$ cat src/hdl/awbd_pkg.sv
package awbd_pkg;

  localparam int SCALE         = 4;
  localparam int SCALE_SQ      = SCALE * SCALE;
  localparam int MAX_OUT_WIDTH = 1024;
  localparam int MAX_OUT_ROWS  = 1024;

  localparam int SUB_W  = $clog2(SCALE);
  localparam int COL_W  = 10;
  localparam int ROW_W  = 10;
  localparam int CFG_W  = 11;
  localparam int CFG_IDX_W = 1;

  // Sum widths follow from the block size: SCALE*SCALE bytes, or byte products.
  localparam int ASUM_W = $clog2(SCALE_SQ * 255 + 1);
  localparam int CSUM_W = $clog2(SCALE_SQ * 255 * 255 + 1);

  localparam int Q_W     = 8;
  localparam int Q_CNT_W = $clog2(Q_W);

  localparam int QUEUE_DEPTH = 4;
  localparam int QPTR_W      = $clog2(QUEUE_DEPTH);

  localparam logic [CFG_IDX_W-1:0] REG_OUT_WIDTH = 1'd0;
  localparam logic [CFG_IDX_W-1:0] REG_OUT_ROWS  = 1'd1;

  localparam logic [CFG_W-1:0] WIDTH_RESET = 11'd1024;
  localparam logic [CFG_W-1:0] ROWS_RESET  = 11'd12;

  typedef struct packed {
    logic [7:0] in_alpha;
    logic [7:0] in_red;
    logic [7:0] in_green;
    logic [7:0] in_blue;
  } pixel_t;

  typedef struct packed {
    logic [9:0] out_x;
    logic [9:0] out_y;
    logic [7:0] avg_alpha;
    logic [7:0] avg_red;
    logic [7:0] avg_green;
    logic [7:0] avg_blue;
  } result_t;

  typedef struct packed {
    pixel_t             pix;
    logic [COL_W-1:0]   col;
    logic [ROW_W-1:0]   row;
    logic               sub_first;
    logic               sub_last;
    logic               band_first;
    logic               block_last;
  } item_t;

  typedef struct packed {
    logic empty;
    logic full;
  } qstat_t;

  typedef struct packed {
    logic [ASUM_W-1:0] asum;
    logic [CSUM_W-1:0] rsum;
    logic [CSUM_W-1:0] gsum;
    logic [CSUM_W-1:0] bsum;
  } sums_t;

  typedef struct packed {
    logic              start;
    logic [COL_W-1:0]  col;
    logic [ROW_W-1:0]  row;
    logic [7:0]        alpha;
    logic [ASUM_W-1:0] divisor;
    logic [CSUM_W-1:0] rsum;
    logic [CSUM_W-1:0] gsum;
    logic [CSUM_W-1:0] bsum;
  } div_cmd_t;

endpackage

$ cat src/hdl/awbd_front.sv
module awbd_front (
  input  logic                              clk,
  input  logic                              rst_n,
  input  logic                              cfg_we,
  input  logic [awbd_pkg::CFG_IDX_W-1:0]    cfg_idx,
  input  logic [awbd_pkg::CFG_W-1:0]        cfg_data,
  input  logic                              push,
  input  awbd_pkg::pixel_t                  in_data,
  input  awbd_pkg::qstat_t                  q_st,
  output logic                              q_push,
  output awbd_pkg::item_t                   q_item
);

  logic [awbd_pkg::CFG_W-1:0] width_r, rows_r;
  logic [awbd_pkg::SUB_W-1:0] sub_col_r, sub_col_nxt, sub_row_r, sub_row_nxt;
  logic [awbd_pkg::COL_W-1:0] col_r, col_nxt;
  logic [awbd_pkg::ROW_W-1:0] row_r, row_nxt;
  logic [awbd_pkg::CFG_W-1:0] eff_w, eff_h, col_inc, row_inc;
  logic                       sub_col_end, sub_row_end;

  always_comb begin
    if (width_r == '0) begin
      eff_w = awbd_pkg::CFG_W'(1);
    end else if (width_r > awbd_pkg::CFG_W'(awbd_pkg::MAX_OUT_WIDTH)) begin
      eff_w = awbd_pkg::CFG_W'(awbd_pkg::MAX_OUT_WIDTH);
    end else begin
      eff_w = width_r;
    end
    if (rows_r == '0) begin
      eff_h = awbd_pkg::CFG_W'(1);
    end else if (rows_r > awbd_pkg::CFG_W'(awbd_pkg::MAX_OUT_ROWS)) begin
      eff_h = awbd_pkg::CFG_W'(awbd_pkg::MAX_OUT_ROWS);
    end else begin
      eff_h = rows_r;
    end
  end

  assign sub_col_end = (sub_col_r == awbd_pkg::SUB_W'(awbd_pkg::SCALE - 1));
  assign sub_row_end = (sub_row_r == awbd_pkg::SUB_W'(awbd_pkg::SCALE - 1));
  assign col_inc     = awbd_pkg::CFG_W'(col_r) + awbd_pkg::CFG_W'(1);
  assign row_inc     = awbd_pkg::CFG_W'(row_r) + awbd_pkg::CFG_W'(1);
  assign q_push      = push && !q_st.full;

  // Raster counters; a counter that reaches its (possibly new) limit wraps.
  always_comb begin
    sub_col_nxt = sub_col_r;
    col_nxt     = col_r;
    sub_row_nxt = sub_row_r;
    row_nxt     = row_r;
    if (q_push) begin
      sub_col_nxt = sub_col_r + awbd_pkg::SUB_W'(1);
      if (sub_col_end) begin
        sub_col_nxt = '0;
        if (col_inc >= eff_w) begin
          col_nxt     = '0;
          sub_row_nxt = sub_row_r + awbd_pkg::SUB_W'(1);
          if (sub_row_end) begin
            sub_row_nxt = '0;
            if (row_inc >= eff_h) begin
              row_nxt = '0;
            end else begin
              row_nxt = row_inc[awbd_pkg::ROW_W-1:0];
            end
          end
        end else begin
          col_nxt = col_inc[awbd_pkg::COL_W-1:0];
        end
      end
    end
  end

  always_ff @(posedge clk) begin
    if (!rst_n) begin
      width_r   <= awbd_pkg::WIDTH_RESET;
      rows_r    <= awbd_pkg::ROWS_RESET;
      sub_col_r <= '0;
      col_r     <= '0;
      sub_row_r <= '0;
      row_r     <= '0;
    end else begin
      sub_col_r <= sub_col_nxt;
      col_r     <= col_nxt;
      sub_row_r <= sub_row_nxt;
      row_r     <= row_nxt;
      if (cfg_we) begin
        case (cfg_idx)
          awbd_pkg::REG_OUT_WIDTH: width_r <= cfg_data;
          awbd_pkg::REG_OUT_ROWS:  rows_r  <= cfg_data;
          default: ;
        endcase
      end
    end
  end

  always_comb begin
    q_item            = '0;
    q_item.pix        = in_data;
    q_item.col        = col_r;
    q_item.row        = row_r;
    q_item.sub_first  = (sub_col_r == '0);
    q_item.sub_last   = sub_col_end;
    q_item.band_first = (sub_row_r == '0);
    q_item.block_last = sub_col_end && sub_row_end;
  end

endmodule

$ cat config.mk
export PLATFORM = sky130hd
export DESIGN_NAME = awbd_front
export DESIGN_NICKNAME = d
export VERILOG_FILES = /design/src/hdl/awbd_pkg.sv /design/src/hdl/awbd_front.sv
export SDC_FILE = /design/constraint.sdc
export NUM_CORES = 1
export LEC_CHECK = 0
export BUFFER_PORTS_ARGS = -buffer_cell sky130_fd_sc_hd__buf_2
export CORE_UTILIZATION = 52
export CTS_BUF_LIST = sky130_fd_sc_hd__clkbuf_8
export DETAILED_ROUTE_END_ITERATION = 6
export PLACE_DENSITY = 0.83
export REMOVE_ABC_BUFFERS = 1
export SLEW_MARGIN = 10
export SYNTH_ARGS = -nofsm -noshare
export SYNTH_HDL_FRONTEND = slang
export SYNTH_SLANG_ARGS = --single-unit
$ cat constraint.sdc
create_clock -name clk -period 3.3 [get_ports clk]
set_clock_uncertainty 0.2 [all_clocks]
set_input_delay 0.33 -clock clk [delete_from_list [all_inputs] [get_ports clk]]
set_output_delay 0.33 -clock clk [all_outputs]
set_load 0.01 [all_outputs]
==> flow_summary.html, run 1 <==
<table>
<tr><th>Metric</th><th>Value</th></tr>
<tr><th colspan="2">CTS</th></tr>
<tr><td>Clock latency of the later-clocked register in the worst-skew pair</td><td>approximately 300 ps</td></tr>
<tr><td>Sinks on the clock net</td><td>46</td></tr>
<tr><td>Total clock buffers created by CTS</td><td>5</td></tr>
<tr><td># H-tree levels</td><td>2</td></tr>
<tr><td>Maximum clock insertion buffer count</td><td>2</td></tr>
<tr><td>TritonCTS clock tree</td><td>done</td></tr>
<tr><td>CTS Root Buffer Type</td><td>sky130_fd_sc_hd__clkbuf_8</td></tr>
<tr><td>Clock transition at path regs</td><td>~90 ps</td></tr>
<tr><th colspan="2">Die</th></tr>
<tr><td>Die extent in y</td><td>between 70 and 80 um</td></tr>
<tr><td>Initial standard-cell utilization of the core</td><td>54.1%</td></tr>
<tr><td>Site row count</td><td>27</td></tr>
<tr><td>Floorplan die area</td><td>6080 um2</td></tr>
<tr><td>Horizontal extent of the die</td><td>~80 um</td></tr>
<tr><td>I/O Pins</td><td>roughly 110</td></tr>
<tr><td>Placeable core region</td><td>5540 um2</td></tr>
<tr><th colspan="2">Yosys</th></tr>
<tr><td>Most frequently used cell type in the post-synthesis netlist</td><td>sky130_fd_sc_hd__nand2_1</td></tr>
<tr><td>Post-Syn Area per Cell</td><td>8.02 um2</td></tr>
<tr><td>Post-synthesis instance area</td><td>~3000 um2</td></tr>
<tr><td>Library cell with the largest summed area after synthesis</td><td>sky130_fd_sc_hd__dfxtp_1</td></tr>
<tr><td>Proportion of synthesized flip-flops having asynchronous set or reset</td><td>0%</td></tr>
<tr><td>Cells after synthesis</td><td>roughly 370</td></tr>
<tr><td>Leading post-synthesis cells by instance count</td><td>sky130_fd_sc_hd__nand2_1 (84), sky130_fd_sc_hd__dfxtp_1 (46), sky130_fd_sc_hd__buf_4 (33), sky130_fd_sc_hd__a21oi_1 (32), sky130_fd_sc_hd__ha_1 (28)</td></tr>
<tr><td>Proportion of netlist area held by the largest area contributor</td><td>30.7%</td></tr>
<tr><td>YS warnings</td><td>0</td></tr>
<tr><td>Biggest area contributors in the synthesized netlist</td><td>sky130_fd_sc_hd__dfxtp_1 (31%), sky130_fd_sc_hd__ha_1 (12%), sky130_fd_sc_hd__nand2_1 (11%), sky130_fd_sc_hd__buf_4 (8.3%), sky130_fd_sc_hd__a21oi_1 (5.3%)</td></tr>
<tr><td>Register bit total from synthesis</td><td>46</td></tr>
<tr><td>Sequential area share after synthesis</td><td>a little under a third</td></tr>
<tr><td>Count of unique library cells instantiated by Yosys</td><td>46</td></tr>
<tr><td>EDFF count, synth</td><td>0</td></tr>
<tr><td>Synth Flop Type</td><td>sky130_fd_sc_hd__dfxtp_1</td></tr>
<tr><th colspan="2">Route</th></tr>
<tr><td>Routed Antenna Nets</td><td>0</td></tr>
<tr><td>Final Routed Wirelength</td><td>slightly above 7 mm</td></tr>
<tr><td>DRC marker count from the first detailed-route iteration</td><td>approximately 110</td></tr>
<tr><td>Post-route DRC</td><td>0</td></tr>
<tr><td>Post-DR vias/cell</td><td>approximately 5.7</td></tr>
<tr><td>First-pass detailed-route iteration total</td><td>4</td></tr>
<tr><td>Routed wire per std cell</td><td>~16 um</td></tr>
<tr><td>Via total after detailed routing</td><td>roughly 2600</td></tr>
<tr><th colspan="2">STA</th></tr>
<tr><td>Highest attainable clock frequency</td><td>roughly 320 MHz</td></tr>
<tr><td>Slew at the pin closest to its max-slew limit</td><td>slightly above 700 ps</td></tr>
<tr><td>Number of slew-limit violations in the final report</td><td>0</td></tr>
<tr><td>Crit path time final</td><td>slightly above 3000 ps</td></tr>
<tr><td>Setup repair after global routing missed its margin</td><td>false</td></tr>
<tr><td>Hold WS</td><td>about 50 ps</td></tr>
<tr><td>Final sum of negative setup slack</td><td>0 ps</td></tr>
<tr><td>Setup-violating endpoint count in the final report</td><td>0</td></tr>
<tr><td>Worst max-slew margin expressed relative to the limit</td><td>a little over half</td></tr>
<tr><td>Share of the clock period used by the worst path</td><td>between 90% and 100%</td></tr>
<tr><td>Setup slack of the critical path after layout</td><td>around 220 ps</td></tr>
<tr><td>Number of endpoints with negative hold slack in the final report</td><td>0</td></tr>
<tr><th colspan="2">GRT</th></tr>
<tr><td>Met1 usage in global routing</td><td>32.4%</td></tr>
<tr><td>Largest net degree at the start of global routing</td><td>32</td></tr>
<tr><td>Combined global-route utilization of all metal layers</td><td>roughly a quarter</td></tr>
<tr><td>Wire length of the first global-routing pass</td><td>11.6 mm</td></tr>
<tr><td>Initial antenna violation count</td><td>0</td></tr>
<tr><td>Global-route congestion overflow total</td><td>0</td></tr>
<tr><td>Busiest grt layer</td><td>met2</td></tr>
<tr><td>Via count of the first global-routing pass</td><td>~2400</td></tr>
<tr><td>GRT met3 Usage</td><td>a little over an eighth</td></tr>
<tr><td>Met2 Use GR</td><td>between 30% and 40%</td></tr>
<tr><th colspan="2">Hold path</th></tr>
<tr><td>Class of the worst hold path</td><td>in2reg</td></tr>
<tr><td>Endpoint with the worst hold slack</td><td>rows_r[2]$_SDFFE_PN1P_</td></tr>
<tr><td>Hold path depth</td><td>3</td></tr>
<tr><td>Hold Startpoint</td><td>cfg_data[2]</td></tr>
<tr><th colspan="2">Worst setup path</th></tr>
<tr><td>Maximum fanout encountered on the critical timing path</td><td>9</td></tr>
<tr><td>R2r endpoint</td><td>row_r[5]$_SDFFE_PN0P_</td></tr>
<tr><td>Required time worst endpoint</td><td>about 3300 ps</td></tr>
<tr><td>Beginning of the worst register-to-register path</td><td>row_r[0]$_SDFFE_PN0P_</td></tr>
<tr><td>R2r worst-path depth</td><td>12</td></tr>
<tr><td>Startpoint types</td><td>flip-flop</td></tr>
<tr><td>Type of the worst setup path</td><td>reg2reg</td></tr>
<tr><td>Worst endpoint data arrival time</td><td>about 3100 ps</td></tr>
<tr><td>Type of destination of the critical path</td><td>flip-flop</td></tr>
<tr><td>Slack of the worst reg-to-reg path</td><td>around 220 ps</td></tr>
<tr><th colspan="2">Run status</th></tr>
<tr><td>Result of the run</td><td>completed</td></tr>
<tr><th colspan="2">Final layout</th></tr>
<tr><td>Core occupancy in the finished layout</td><td>56.8%</td></tr>
<tr><td>Antenna diode count</td><td>0</td></tr>
<tr><td>Signed area change from the synthesized netlist to the final layout</td><td>4.84%</td></tr>
<tr><td>Share of layout cells above drive strength 1</td><td>between 10% and 20%</td></tr>
<tr><td>Final nets</td><td>458</td></tr>
<tr><th colspan="2">Placed design</th></tr>
<tr><td>Half-perimeter wire length after placement</td><td>5.43 mm</td></tr>
<tr><td># port buffers</td><td>41</td></tr>
<tr><td>Routability-driven placement congestion ratio</td><td>about 0.80</td></tr>
<tr><td>Post-placement setup slack</td><td>about 200 ps</td></tr>
<tr><th colspan="2">Flow run</th></tr>
<tr><td>Number of maximum-capacitance constraint violations</td><td>0</td></tr>
<tr><th colspan="2">Pwr</th></tr>
<tr><td>Max IR drop VDD</td><td>0.217 mV</td></tr>
<tr><td>Overall power</td><td>~0.0011 W</td></tr>
<tr><td>Total leakage power</td><td>about 1.3 nW</td></tr>
<tr><td>Total power density per cell area</td><td>about 350 nW/um2</td></tr>
</table>
==> cells by family (layout without fill, tap and decap cells) <==
family	count (synthesis)	after routing	share of synthesized area (%)
compound gates	73	73	17.6
xor+xnor	16	16	4.92
fa+ha+maj	28	28	11.7
buf+inv	57	64	11.4
flops	46	46	30.7
mux	2	2	0.668
simple gates	152	152	23.1
==> power by group <==
part	switching, W	internal (W)	leakage, nW
registers	0.0000114	0.000569	0.375
logic	0.0000640	0.0000377	0.911
clock network	0.000203	0.000225	0.0504
==> worst max-delay path, cell delays in order (launching register included) <==
cell,delay (ps)
sky130_fd_sc_hd__dfxtp_2,390
sky130_fd_sc_hd__ha_1,250
sky130_fd_sc_hd__nand3_1,120
sky130_fd_sc_hd__nor2_1,190
sky130_fd_sc_hd__nand3_1,200
sky130_fd_sc_hd__xnor2_1,180
sky130_fd_sc_hd__ha_1,250
sky130_fd_sc_hd__a2111oi_4,330
sky130_fd_sc_hd__o221ai_2,150
sky130_fd_sc_hd__a21oi_2,160
sky130_fd_sc_hd__nor2_2,110
sky130_fd_sc_hd__nand3b_4,260
sky130_fd_sc_hd__o31ai_2,220
==> layer usage <==
metal  up-vias  share of wire, %
met2       106                42
met4         2              0.59
met1      1196                45
met5         -              0.56
met3         7                12
li1       1259                 -
==> cells in the final DEF (no fill, tap or decap), types with 2 or more instances in the layout <==
| master | n |
|---|---|
| sky130_fd_sc_hd__nor4_1 | 5 |
| sky130_fd_sc_hd__dfxtp_1 | 44 |
| sky130_fd_sc_hd__xor2_1 | 5 |
| sky130_fd_sc_hd__ha_1 | 28 |
| sky130_fd_sc_hd__nor2_1 | 17 |
| sky130_fd_sc_hd__nand4_1 | 3 |
| sky130_fd_sc_hd__nand3_1 | 17 |
| sky130_fd_sc_hd__nor2b_1 | 4 |
| sky130_fd_sc_hd__inv_1 | 10 |
| sky130_fd_sc_hd__o22ai_1 | 2 |
| sky130_fd_sc_hd__nor2_2 | 2 |
| sky130_fd_sc_hd__o2bb2ai_1 | 2 |
| sky130_fd_sc_hd__clkinvlp_4 | 2 |
| sky130_fd_sc_hd__o22ai_2 | 2 |
| sky130_fd_sc_hd__a21oi_2 | 3 |
| sky130_fd_sc_hd__nand2b_1 | 6 |
| sky130_fd_sc_hd__and3_1 | 3 |
| sky130_fd_sc_hd__nand2_1 | 84 |
| sky130_fd_sc_hd__o22a_1 | 4 |
| sky130_fd_sc_hd__buf_4 | 3 |
| sky130_fd_sc_hd__a22o_1 | 6 |
| sky130_fd_sc_hd__a31oi_1 | 2 |
| sky130_fd_sc_hd__dfxtp_2 | 2 |
| sky130_fd_sc_hd__a21oi_1 | 32 |
| sky130_fd_sc_hd__mux2i_1 | 2 |
| sky130_fd_sc_hd__o21a_1 | 2 |
| sky130_fd_sc_hd__o31ai_2 | 4 |
| sky130_fd_sc_hd__buf_2 | 41 |
| sky130_fd_sc_hd__o21ai_1 | 8 |
| sky130_fd_sc_hd__and2_1 | 3 |
| sky130_fd_sc_hd__or3_1 | 2 |
| sky130_fd_sc_hd__xnor2_1 | 10 |
| sky130_fd_sc_hd__clkbuf_8 | 5 |
==> per-stage QoR <==
stage	instance area (um2)	std cells
floorplan	2700	329
global placement	3020	445
detailed placement	3020	445
CTS	3130	453
global route	3140	453
finish	3140	453
==> flip-flops by register name, summed over array words and instances, names as in the netlist <==
signal     flops
rows_r        11
sub_col_r      2
col_r         10
width_r       11
row_r         10
sub_row_r      2
==> layout make-up <==
class                   count  area (um2)
multi-input cells         271        1740
flip-flops and latches     46         923
repair buffers             44         228
well taps                  72        90.1
inverters                  12        45.0
clock inverters             3        45.0
clock buffers               5        68.8
fillers                   533        2400
==> timing repair <==
item	in CTS	in global routing
gates resized for setup	0	4
hold buffers	0	0
setup buffers	0	0
setup endpoints to repair	0	11
==> how the worst max path moves through the flow <==
stage | start | to | cells past startpoint
after floorplan | row_r[4]$_SDFFE_PN0P_ | row_r[4]$_SDFFE_PN0P_ | 12
after global placement | row_r[0]$_SDFFE_PN0P_ | row_r[3]$_SDFFE_PN0P_ | 12
after detailed placement | row_r[0]$_SDFFE_PN0P_ | row_r[3]$_SDFFE_PN0P_ | 12
after CTS | row_r[0]$_SDFFE_PN0P_ | row_r[3]$_SDFFE_PN0P_ | 12
after global routing | col_r[0]$_SDFFE_PN0P_ | col_r[2]$_SDFFE_PN0P_ | 11
final | row_r[0]$_SDFFE_PN0P_ | row_r[5]$_SDFFE_PN0P_ | 12
(Power assumes the default switching activity.)
==> run 2, diff against run 1 <==
Settings changed: PLACE_DENSITY 0.83 to not set, PLACE_DENSITY_LB_ADDON set to 0.05.
Clock period 3.3 ns to 3.2 ns, I/O delays scaled along.
==> run 2 against run 1 <==
Effect of this change: first-iteration DRC count down 40%; routed wire length up 0.15%; sequential share of layout area down 0.23 points; non-clock buffer count up 5; fmax up 3.1%; sequential power up 3%; design area up 0.52%; worst hold slack worse by 17 ps; via count down 0.16%; global-route usage down 0.10 points; critical path depth unchanged; cell count up 1.1%; critical path type unchanged; critical endpoint unchanged.
==> flow_summary.html, run 2 (synthesized netlist as in run 1, its figures left out) <==
<table>
<tr><th>Metric</th><th>Value</th></tr>
<tr><th colspan="2">Final layout</th></tr>
<tr><td>Fillers</td><td>between 500 and 600</td></tr>
<tr><td>Share of layout cells above drive strength 1</td><td>~20%</td></tr>
<tr><td>Highest-count cells in the layout ignoring fill and taps</td><td>sky130_fd_sc_hd__nand2_1 (84), sky130_fd_sc_hd__dfxtp_1 (46), sky130_fd_sc_hd__buf_2 (41), sky130_fd_sc_hd__a21oi_1 (32), sky130_fd_sc_hd__ha_1 (28)</td></tr>
<tr><td>Most common cell after layout, fill and taps aside</td><td>sky130_fd_sc_hd__nand2_1</td></tr>
<tr><td>Signed area change from the synthesized netlist to the final layout</td><td>5.38%</td></tr>
<tr><td>Antenna diode count</td><td>0</td></tr>
<tr><td>Final nets</td><td>463</td></tr>
<tr><td>Registers with the most flip-flops</td><td>rows_r: 11 flops, width_r: 11 flops</td></tr>
<tr><th colspan="2">Route</th></tr>
<tr><td>Post-route DRC</td><td>0</td></tr>
<tr><td>Routed Antenna Nets</td><td>0</td></tr>
<tr><td>Via total after detailed routing</td><td>2566</td></tr>
<tr><td>First-pass detailed-route iteration total</td><td>4</td></tr>
<tr><td>DRC marker count from the first detailed-route iteration</td><td>between 60 and 70</td></tr>
<tr><td>Post-DR vias/cell</td><td>5.60</td></tr>
<tr><td>Routed wire per std cell</td><td>about 16 um</td></tr>
<tr><td>Final Routed Wirelength</td><td>about 7.2 mm</td></tr>
<tr><th colspan="2">Die</th></tr>
<tr><td>Placeable core region</td><td>roughly 5500 um2</td></tr>
<tr><td>Die extent in y</td><td>around 78 um</td></tr>
<tr><td>Floorplan die area</td><td>just over 6000 um2</td></tr>
<tr><td>Initial standard-cell utilization of the core</td><td>54.1%</td></tr>
<tr><td>Site row count</td><td>27</td></tr>
<tr><td>Horizontal extent of the die</td><td>between 70 and 80 um</td></tr>
<tr><td>I/O Pins</td><td>~110</td></tr>
<tr><th colspan="2">Flow run</th></tr>
<tr><td>Number of maximum-capacitance constraint violations</td><td>0</td></tr>
<tr><th colspan="2">Worst setup path</th></tr>
<tr><td>Type of the worst setup path</td><td>reg2reg</td></tr>
<tr><td>Worst-path cell chain</td><td>ha_1 &gt; nand3_1 &gt; nor2_1 &gt; nand3_1 &gt; xnor2_1 &gt; ha_1 &gt; a2111oi_4 &gt; o221ai_2 &gt; a21oi_2 &gt; nor2_2 &gt; nand3b_4 &gt; o31ai_2</td></tr>
<tr><td>Type of destination of the critical path</td><td>flip-flop</td></tr>
<tr><td>Required time worst endpoint</td><td>3230 ps</td></tr>
<tr><td>Startpoint types</td><td>flip-flop</td></tr>
<tr><td>Maximum fanout encountered on the critical timing path</td><td>9</td></tr>
<tr><td>Worst endpoint data arrival time</td><td>between 3000 and 4000 ps</td></tr>
<tr><td>Slowest stage cell, crit path</td><td>sky130_fd_sc_hd__dfxtp_1</td></tr>
<tr><td>Largest stage delay, worst path</td><td>390 ps</td></tr>
<tr><th colspan="2">CTS</th></tr>
<tr><td>Total clock buffers created by CTS</td><td>5</td></tr>
<tr><td>Maximum clock insertion buffer count</td><td>2</td></tr>
<tr><td># H-tree levels</td><td>2</td></tr>
<tr><td>TritonCTS clock tree</td><td>done</td></tr>
<tr><td>Clock transition at path regs</td><td>about 100 ps</td></tr>
<tr><td>Sinks on the clock net</td><td>46</td></tr>
<tr><td>Cts-stage hold buffer count</td><td>0</td></tr>
<tr><td>Clock latency of the later-clocked register in the worst-skew pair</td><td>about 310 ps</td></tr>
<tr><td>CTS Root Buffer Type</td><td>sky130_fd_sc_hd__clkbuf_8</td></tr>
<tr><th colspan="2">STA</th></tr>
<tr><td>Slew at the pin closest to its max-slew limit</td><td>about 800 ps</td></tr>
<tr><td>Setup repair after global routing missed its margin</td><td>false</td></tr>
<tr><td>Crit path time final</td><td>between 2000 and 3000 ps</td></tr>
<tr><td>Worst max-slew margin expressed relative to the limit</td><td>a little under half</td></tr>
<tr><td>Setup-violating endpoint count in the final report</td><td>0</td></tr>
<tr><td>Number of slew-limit violations in the final report</td><td>0</td></tr>
<tr><td>Setup slack of the critical path after layout</td><td>214 ps</td></tr>
<tr><td>Final sum of negative setup slack</td><td>0 ps</td></tr>
<tr><td>Highest attainable clock frequency</td><td>approximately 330 MHz</td></tr>
<tr><td>Number of endpoints with negative hold slack in the final report</td><td>0</td></tr>
<tr><td>Share of the clock period used by the worst path</td><td>93.3%</td></tr>
<tr><td>Hold WS</td><td>about 33 ps</td></tr>
<tr><th colspan="2">Pwr</th></tr>
<tr><td>Max IR drop VDD</td><td>0.220 mV</td></tr>
<tr><td>Total power density per cell area</td><td>approximately 350 nW/um2</td></tr>
<tr><td>Total leakage power</td><td>1.36 nW</td></tr>
<tr><th colspan="2">Placed design</th></tr>
<tr><td>Half-perimeter wire length after placement</td><td>5.55 mm</td></tr>
<tr><td>Routability-driven placement congestion ratio</td><td>roughly 0.8</td></tr>
<tr><td># port buffers</td><td>41</td></tr>
<tr><td>Post-placement setup slack</td><td>~180 ps</td></tr>
<tr><th colspan="2">Hold path</th></tr>
<tr><td>Class of the worst hold path</td><td>in2reg</td></tr>
<tr><th colspan="2">GRT</th></tr>
<tr><td>Wire length of the first global-routing pass</td><td>roughly 11 mm</td></tr>
<tr><td>Initial antenna violation count</td><td>0</td></tr>
<tr><td>Combined global-route utilization of all metal layers</td><td>about a quarter</td></tr>
<tr><td>Global-route congestion overflow total</td><td>0</td></tr>
<tr><td>Largest net degree at the start of global routing</td><td>32</td></tr>
<tr><td>Via count of the first global-routing pass</td><td>between 2000 and 2500</td></tr>
<tr><th colspan="2">Run status</th></tr>
<tr><td>Result of the run</td><td>completed</td></tr>
</table>
run 2: changes by cell type in the layout (fill, tap and decap cells not counted), sizes merged:
| cell | before | now |
|---|---|---|
| clkinvlp | 2 | 0 |
| inv | 11 | 14 |
| bufinv | 1 | 0 |
| buf | 44 | 49 |
run 2: critical path, delay by kind of cell, from the launching register on:
family,cells,cell delay [ps]
compound gates,4,830
simple gates,5,790
fa+ha+maj,2,490
flops,1,390
xor+xnor,1,190
run 2: routing by layer:
metal,vias up,GRT usage (%),part of all wire [%]
li1,1275,-,-
met1,1195,30.4,46
met2,90,36.3,42
met3,6,14.1,11
met4,0,6.48,0.82
met5,-,8.18,0
run 2: path summary, 6_finish.rpt:
kind	start	endpoint	slack [ps]	cells after the start
setup / recovery	row_r[1]$_SDFFE_PN0P_	row_r[5]$_SDFFE_PN0P_	210	12
hold / removal	cfg_data[3]	rows_r[3]$_SDFFE_PN1P_	30	3
hold reg to reg	width_r[4]$_SDFFE_PN0P_	width_r[4]$_SDFFE_PN0P_	280	2
setup reg to reg	row_r[1]$_SDFFE_PN0P_	row_r[5]$_SDFFE_PN0P_	210	12
run 2: area by class of cell:
| cell class | count | area (um2) | share of cell area (%) |
|---|---|---|---|
| inverter | 12 | 45.0 | 1.43 |
| clock inverter | 3 | 26.3 | 0.831 |
| clock buffer | 5 | 68.8 | 2.18 |
| multi-input combinational | 271 | 1740 | 55.2 |
| sequential | 46 | 921 | 29.1 |
| timing repair buffer | 49 | 265 | 8.39 |
| tap | 72 | 90.1 | 2.85 |
run 2: repair_timing:
action,4_1_cts,5_1_grt
resized for setup,0,2
setup endpoints to repair,0,6
buffers inserted,0,0
run 2: power by group:
| group | switching (W) | internal (W) | total, W |
|---|---|---|---|
| Clock | 0.000227 | 0.000163 | 0.000389 |
| Combinational | 0.0000640 | 0.0000390 | 0.000103 |
| Sequential | 0.0000120 | 0.000587 | 0.000599 |
run 2: per-stage QoR:
step	area [um2]	instances	power (W)	utilization, %
final	3160	458	0.00109	57.0
after global routing	3160	458	0.00114	57.0
after CTS	3150	458	0.00110	56.9
after detailed placement	3060	450	0.000716	55.2
after global placement	3060	450	0.000714	55.2
after floorplan	2700	329	0.000677	-
==> run 3, diff against run 2 <==
Settings changed: ABC_AREA set to 1, CORE_UTILIZATION 52 to 45.
==> run 3 against run 2 <==
Effect of this change: clock power rose by 15%; sequential power increased by 1%; worst hold slack better by 12 ps; area after synthesis up 4.3%; largest power group unchanged; design area grew 3.3%; total power grew 8.9%; critical endpoint is now row_r[6]$_SDFFE_PN0P_; via count grew 7.1%; core utilization shrank 8.7 points; combinational power grew 29%; first-iteration DRC count grew 14%; cell count increased by 23%.
==> flow_summary.html, run 3 <==
<table>
<tr><th>Metric</th><th>Value</th></tr>
<tr><th colspan="2">Yosys</th></tr>
<tr><td>Proportion of netlist area held by the largest area contributor</td><td>roughly 30%</td></tr>
<tr><td>Sequential area share after synthesis</td><td>approximately 29%</td></tr>
<tr><td>Count of unique library cells instantiated by Yosys</td><td>29</td></tr>
<tr><td>Proportion of synthesized flip-flops having asynchronous set or reset</td><td>0%</td></tr>
<tr><td>YS warnings</td><td>0</td></tr>
<tr><td>Register bit total from synthesis</td><td>46</td></tr>
<tr><td>Leading post-synthesis cells by instance count</td><td>sky130_fd_sc_hd__nand2_1 (100), sky130_fd_sc_hd__nor2_1 (90), sky130_fd_sc_hd__inv_1 (68), sky130_fd_sc_hd__dfxtp_1 (46), sky130_fd_sc_hd__o21ai_0 (34)</td></tr>
<tr><td>Most frequently used cell type in the post-synthesis netlist</td><td>sky130_fd_sc_hd__nand2_1</td></tr>
<tr><td>Post-Syn Area per Cell</td><td>approximately 6.6 um2</td></tr>
<tr><td>Biggest area contributors in the synthesized netlist</td><td>sky130_fd_sc_hd__dfxtp_1 (29%), sky130_fd_sc_hd__nand2_1 (12%), sky130_fd_sc_hd__ha_1 (11%), sky130_fd_sc_hd__nor2_1 (11%), sky130_fd_sc_hd__inv_1 (8.2%)</td></tr>
<tr><td>Cells after synthesis</td><td>~480</td></tr>
<tr><td>Synth Flop Type</td><td>sky130_fd_sc_hd__dfxtp_1</td></tr>
<tr><td>Post-synthesis instance area</td><td>3130 um2</td></tr>
<tr><td>EDFF count, synth</td><td>0</td></tr>
<tr><td>Library cell with the largest summed area after synthesis</td><td>sky130_fd_sc_hd__dfxtp_1</td></tr>
<tr><th colspan="2">CTS</th></tr>
<tr><td>Cells resized by post-CTS repair</td><td>0</td></tr>
<tr><td>TritonCTS clock tree</td><td>done</td></tr>
<tr><td>Sinks on the clock net</td><td>46</td></tr>
<tr><td>Clock transition at path regs</td><td>approximately 90 ps</td></tr>
<tr><td>Setup bufs post-CTS</td><td>0</td></tr>
<tr><td>Maximum clock insertion buffer count</td><td>2</td></tr>
<tr><td>Cts-stage hold buffer count</td><td>0</td></tr>
<tr><td>Clock latency of the later-clocked register in the worst-skew pair</td><td>~300 ps</td></tr>
<tr><td>CTS Root Buffer Type</td><td>sky130_fd_sc_hd__clkbuf_8</td></tr>
<tr><td>Total clock buffers created by CTS</td><td>5</td></tr>
<tr><td># H-tree levels</td><td>2</td></tr>
<tr><th colspan="2">Worst setup path</th></tr>
<tr><td>Beginning of the worst register-to-register path</td><td>col_r[0]$_SDFFE_PN0P_</td></tr>
<tr><td>Maximum fanout encountered on the critical timing path</td><td>20</td></tr>
<tr><td>R2r endpoint</td><td>row_r[6]$_SDFFE_PN0P_</td></tr>
<tr><td>Slack of the worst reg-to-reg path</td><td>between 300 and 400 ps</td></tr>
<tr><td>Type of destination of the critical path</td><td>flip-flop</td></tr>
<tr><td>Worst endpoint data arrival time</td><td>2830 ps</td></tr>
<tr><td>R2r worst-path depth</td><td>20</td></tr>
<tr><td>Startpoint types</td><td>flip-flop</td></tr>
<tr><td>Required time worst endpoint</td><td>approximately 3200 ps</td></tr>
<tr><td>Type of the worst setup path</td><td>reg2reg</td></tr>
<tr><th colspan="2">Flow run</th></tr>
<tr><td>Number of maximum-capacitance constraint violations</td><td>0</td></tr>
<tr><th colspan="2">Placed design</th></tr>
<tr><td>Half-perimeter wire length after placement</td><td>6.04 mm</td></tr>
<tr><td>Post-placement setup slack</td><td>~260 ps</td></tr>
<tr><td>Routability-driven placement congestion ratio</td><td>a little under 0.8</td></tr>
<tr><td># port buffers</td><td>a little over 40</td></tr>
<tr><th colspan="2">Route</th></tr>
<tr><td>Routed wire per std cell</td><td>approximately 14 um</td></tr>
<tr><td>Wire length on met3</td><td>between 500 and 600 um</td></tr>
<tr><td>WL met2</td><td>3.37 mm</td></tr>
<tr><td>Top layer in use</td><td>met5</td></tr>
<tr><td>Routed metal-1 wire length</td><td>approximately 3.7 mm</td></tr>
<tr><td>Post-route DRC</td><td>0</td></tr>
<tr><td>Via total after detailed routing</td><td>around 2700</td></tr>
<tr><td>DRC marker count from the first detailed-route iteration</td><td>74</td></tr>
<tr><td>First-pass detailed-route iteration total</td><td>4</td></tr>
<tr><td>Post-DR vias/cell</td><td>~4.9</td></tr>
<tr><td>Routed Antenna Nets</td><td>0</td></tr>
<tr><td>Final Routed Wirelength</td><td>7.72 mm</td></tr>
<tr><th colspan="2">Final layout</th></tr>
<tr><td>Signed area change from the synthesized netlist to the final layout</td><td>4.40%</td></tr>
<tr><td>Fillers</td><td>roughly 730</td></tr>
<tr><td>Highest-count cells in the layout ignoring fill and taps</td><td>sky130_fd_sc_hd__nand2_1 (100), sky130_fd_sc_hd__nor2_1 (90), sky130_fd_sc_hd__inv_1 (68), sky130_fd_sc_hd__dfxtp_1 (45), sky130_fd_sc_hd__buf_2 (41)</td></tr>
<tr><td>Share of layout cells above drive strength 1</td><td>a little over an eighth</td></tr>
<tr><td>Registers with the most flip-flops</td><td>rows_r: 11 flops, width_r: 11 flops</td></tr>
<tr><td>Multi-input gate area</td><td>about 1700 um2</td></tr>
<tr><td>Antenna diode count</td><td>0</td></tr>
<tr><td>Storage element area</td><td>922 um2</td></tr>
<tr><td>Final nets</td><td>roughly 560</td></tr>
<tr><td>Most common cell after layout, fill and taps aside</td><td>sky130_fd_sc_hd__nand2_1</td></tr>
<tr><th colspan="2">STA</th></tr>
<tr><td>Setup-violating endpoint count in the final report</td><td>0</td></tr>
<tr><td>Worst max-slew margin expressed relative to the limit</td><td>52.7%</td></tr>
<tr><td>Setup slack of the critical path after layout</td><td>~370 ps</td></tr>
<tr><td>Number of slew-limit violations in the final report</td><td>0</td></tr>
<tr><td>Number of endpoints with negative hold slack in the final report</td><td>0</td></tr>
<tr><td>Crit path time final</td><td>roughly 2800 ps</td></tr>
<tr><td>Highest attainable clock frequency</td><td>between 300 and 400 MHz</td></tr>
<tr><td>Share of the clock period used by the worst path</td><td>between 80% and 90%</td></tr>
<tr><td>Setup repair after global routing missed its margin</td><td>false</td></tr>
<tr><td>Final sum of negative setup slack</td><td>0 ps</td></tr>
<tr><td>Slew at the pin closest to its max-slew limit</td><td>approximately 710 ps</td></tr>
<tr><th colspan="2">Pwr</th></tr>
<tr><td>Total power density per cell area</td><td>around 360 nW/um2</td></tr>
<tr><td>Overall power</td><td>around 0.0012 W</td></tr>
<tr><td>Total leakage power</td><td>1.72 nW</td></tr>
<tr><td>Max IR drop VDD</td><td>about 0.15 mV</td></tr>
<tr><th colspan="2">Die</th></tr>
<tr><td>Initial standard-cell utilization of the core</td><td>between 40% and 50%</td></tr>
<tr><td>Floorplan die area</td><td>between 7000 and 8000 um2</td></tr>
<tr><td>Die extent in y</td><td>around 85 um</td></tr>
<tr><td>Site row count</td><td>30</td></tr>
<tr><td>I/O Pins</td><td>107</td></tr>
<tr><td>Placeable core region</td><td>6760 um2</td></tr>
<tr><td>Horizontal extent of the die</td><td>between 80 and 90 um</td></tr>
<tr><th colspan="2">GRT</th></tr>
<tr><td>Largest net degree at the start of global routing</td><td>40</td></tr>
<tr><td>Global-route congestion overflow total</td><td>0</td></tr>
<tr><td>Via count of the first global-routing pass</td><td>between 2000 and 2500</td></tr>
<tr><td>Combined global-route utilization of all metal layers</td><td>between 20 and 25%</td></tr>
<tr><td>Wire length of the first global-routing pass</td><td>about 12 mm</td></tr>
<tr><td>Initial antenna violation count</td><td>0</td></tr>
<tr><th colspan="2">Hold path</th></tr>
<tr><td>Endpoint with the worst hold slack</td><td>rows_r[3]$_SDFFE_PN1P_</td></tr>
<tr><td>Hold path depth</td><td>3</td></tr>
<tr><td>Hold Startpoint</td><td>cfg_data[3]</td></tr>
<tr><td>Class of the worst hold path</td><td>in2reg</td></tr>
<tr><th colspan="2">Run status</th></tr>
<tr><td>Result of the run</td><td>completed</td></tr>
</table>
==> run 3: cell count changes after synthesis, sizes merged, moves of 4 or more <==
| cell | change |
|---|---|
| a21oi | -19 |
| o22a | -4 |
| inv | +59 |
| xnor2 | -11 |
| nand2 | +18 |
| nor2 | +76 |
| clkbuf | -5 |
| nor2b | -4 |
| o21ai | +27 |
| nand2b | -6 |
| a22o | -6 |
==> run 3: routing by layer <==
metal  track usage (%)  up-vias
met5              4.20        -
met1              28.4     1219
met4              5.00        2
li1                  -     1462
met3              9.63       11
met2              33.7       55
==> run 3: layout make-up <==
cell class / instances / area share, %
flip-flops and latches: 46 / 28.2
clock inverters: 1 / 0.920
well taps: 80 / 3.07
multi-input cells: 317 / 50.6
repair buffers: 42 / 6.52
clock buffers: 6 / 2.53
inverters: 71 / 8.16
==> run 3: worst max-delay path by stage <==
stage / cells after the start / slack [ps] / from / to
floorplan: 18 / 550 / col_r[0]$_SDFFE_PN0P_ / row_r[0]$_SDFFE_PN0P_
global placement: 20 / 330 / col_r[0]$_SDFFE_PN0P_ / row_r[5]$_SDFFE_PN0P_
detailed placement: 20 / 260 / col_r[0]$_SDFFE_PN0P_ / row_r[6]$_SDFFE_PN0P_
CTS: 20 / 260 / col_r[0]$_SDFFE_PN0P_ / row_r[6]$_SDFFE_PN0P_
global route: 16 / 20 / row_r[0]$_SDFFE_PN0P_ / row_r[3]$_SDFFE_PN0P_
finish: 20 / 370 / col_r[0]$_SDFFE_PN0P_ / row_r[6]$_SDFFE_PN0P_
==> run 3: where the power goes <==
group / switching (W) / internal (W) / total [W]
clock network: 0.000199 / 0.000250 / 0.000449
logic: 0.0000857 / 0.0000468 / 0.000133
registers: 0.0000147 / 0.000593 / 0.000607
==> run 3: kinds of logic (layout without fill, tap and decap cells) <==
group	Yosys count	after routing	share of synthesized area, %
AND/OR/NAND/NOR	222	222	29.5
buffers and inverters	112	120	17.8
AO/OA/AOI/OAI	59	59	9.88
flip-flops	46	46	29.5
adder cells (fa/ha/maj)	28	28	11.2
XOR/XNOR	8	8	2.24
==> run 3: critical path, cell delays in order (launching register included) <==
cell                      delay, ps
sky130_fd_sc_hd__dfxtp_2        400
sky130_fd_sc_hd__ha_1           200
sky130_fd_sc_hd__nand2_1         80
sky130_fd_sc_hd__nor2_1         150
sky130_fd_sc_hd__nand3_1        120
sky130_fd_sc_hd__nor2_1         110
sky130_fd_sc_hd__nand2_1         70
sky130_fd_sc_hd__nand2_1         90
sky130_fd_sc_hd__inv_1           50
sky130_fd_sc_hd__ha_1           300
sky130_fd_sc_hd__nand2_1        110
sky130_fd_sc_hd__nor2_4          40
sky130_fd_sc_hd__nand2_1         50
sky130_fd_sc_hd__nor2_1          40
sky130_fd_sc_hd__nor2_1         120
sky130_fd_sc_hd__nand2_2         80
sky130_fd_sc_hd__nand3_2         60
sky130_fd_sc_hd__buf_4          240
sky130_fd_sc_hd__nand2_1         80
sky130_fd_sc_hd__nand2_1         60
sky130_fd_sc_hd__nor2_1          60
==> run 3: metrics by stage <==
| step | cells | util [%] | cell area, um2 | hold slack [ps] |
|---|---|---|---|---|
| finish | 563 | 48.3 | 3260 | 44.4 |
| global route | 563 | 48.3 | 3260 | 55.4 |
| CTS | 563 | 48.3 | 3260 | 35.1 |
| detailed placement | 556 | 46.6 | 3150 | 274 |
| global placement | 556 | 46.6 | 3150 | 274 |
| floorplan | 434 | - | 2840 | 204 |
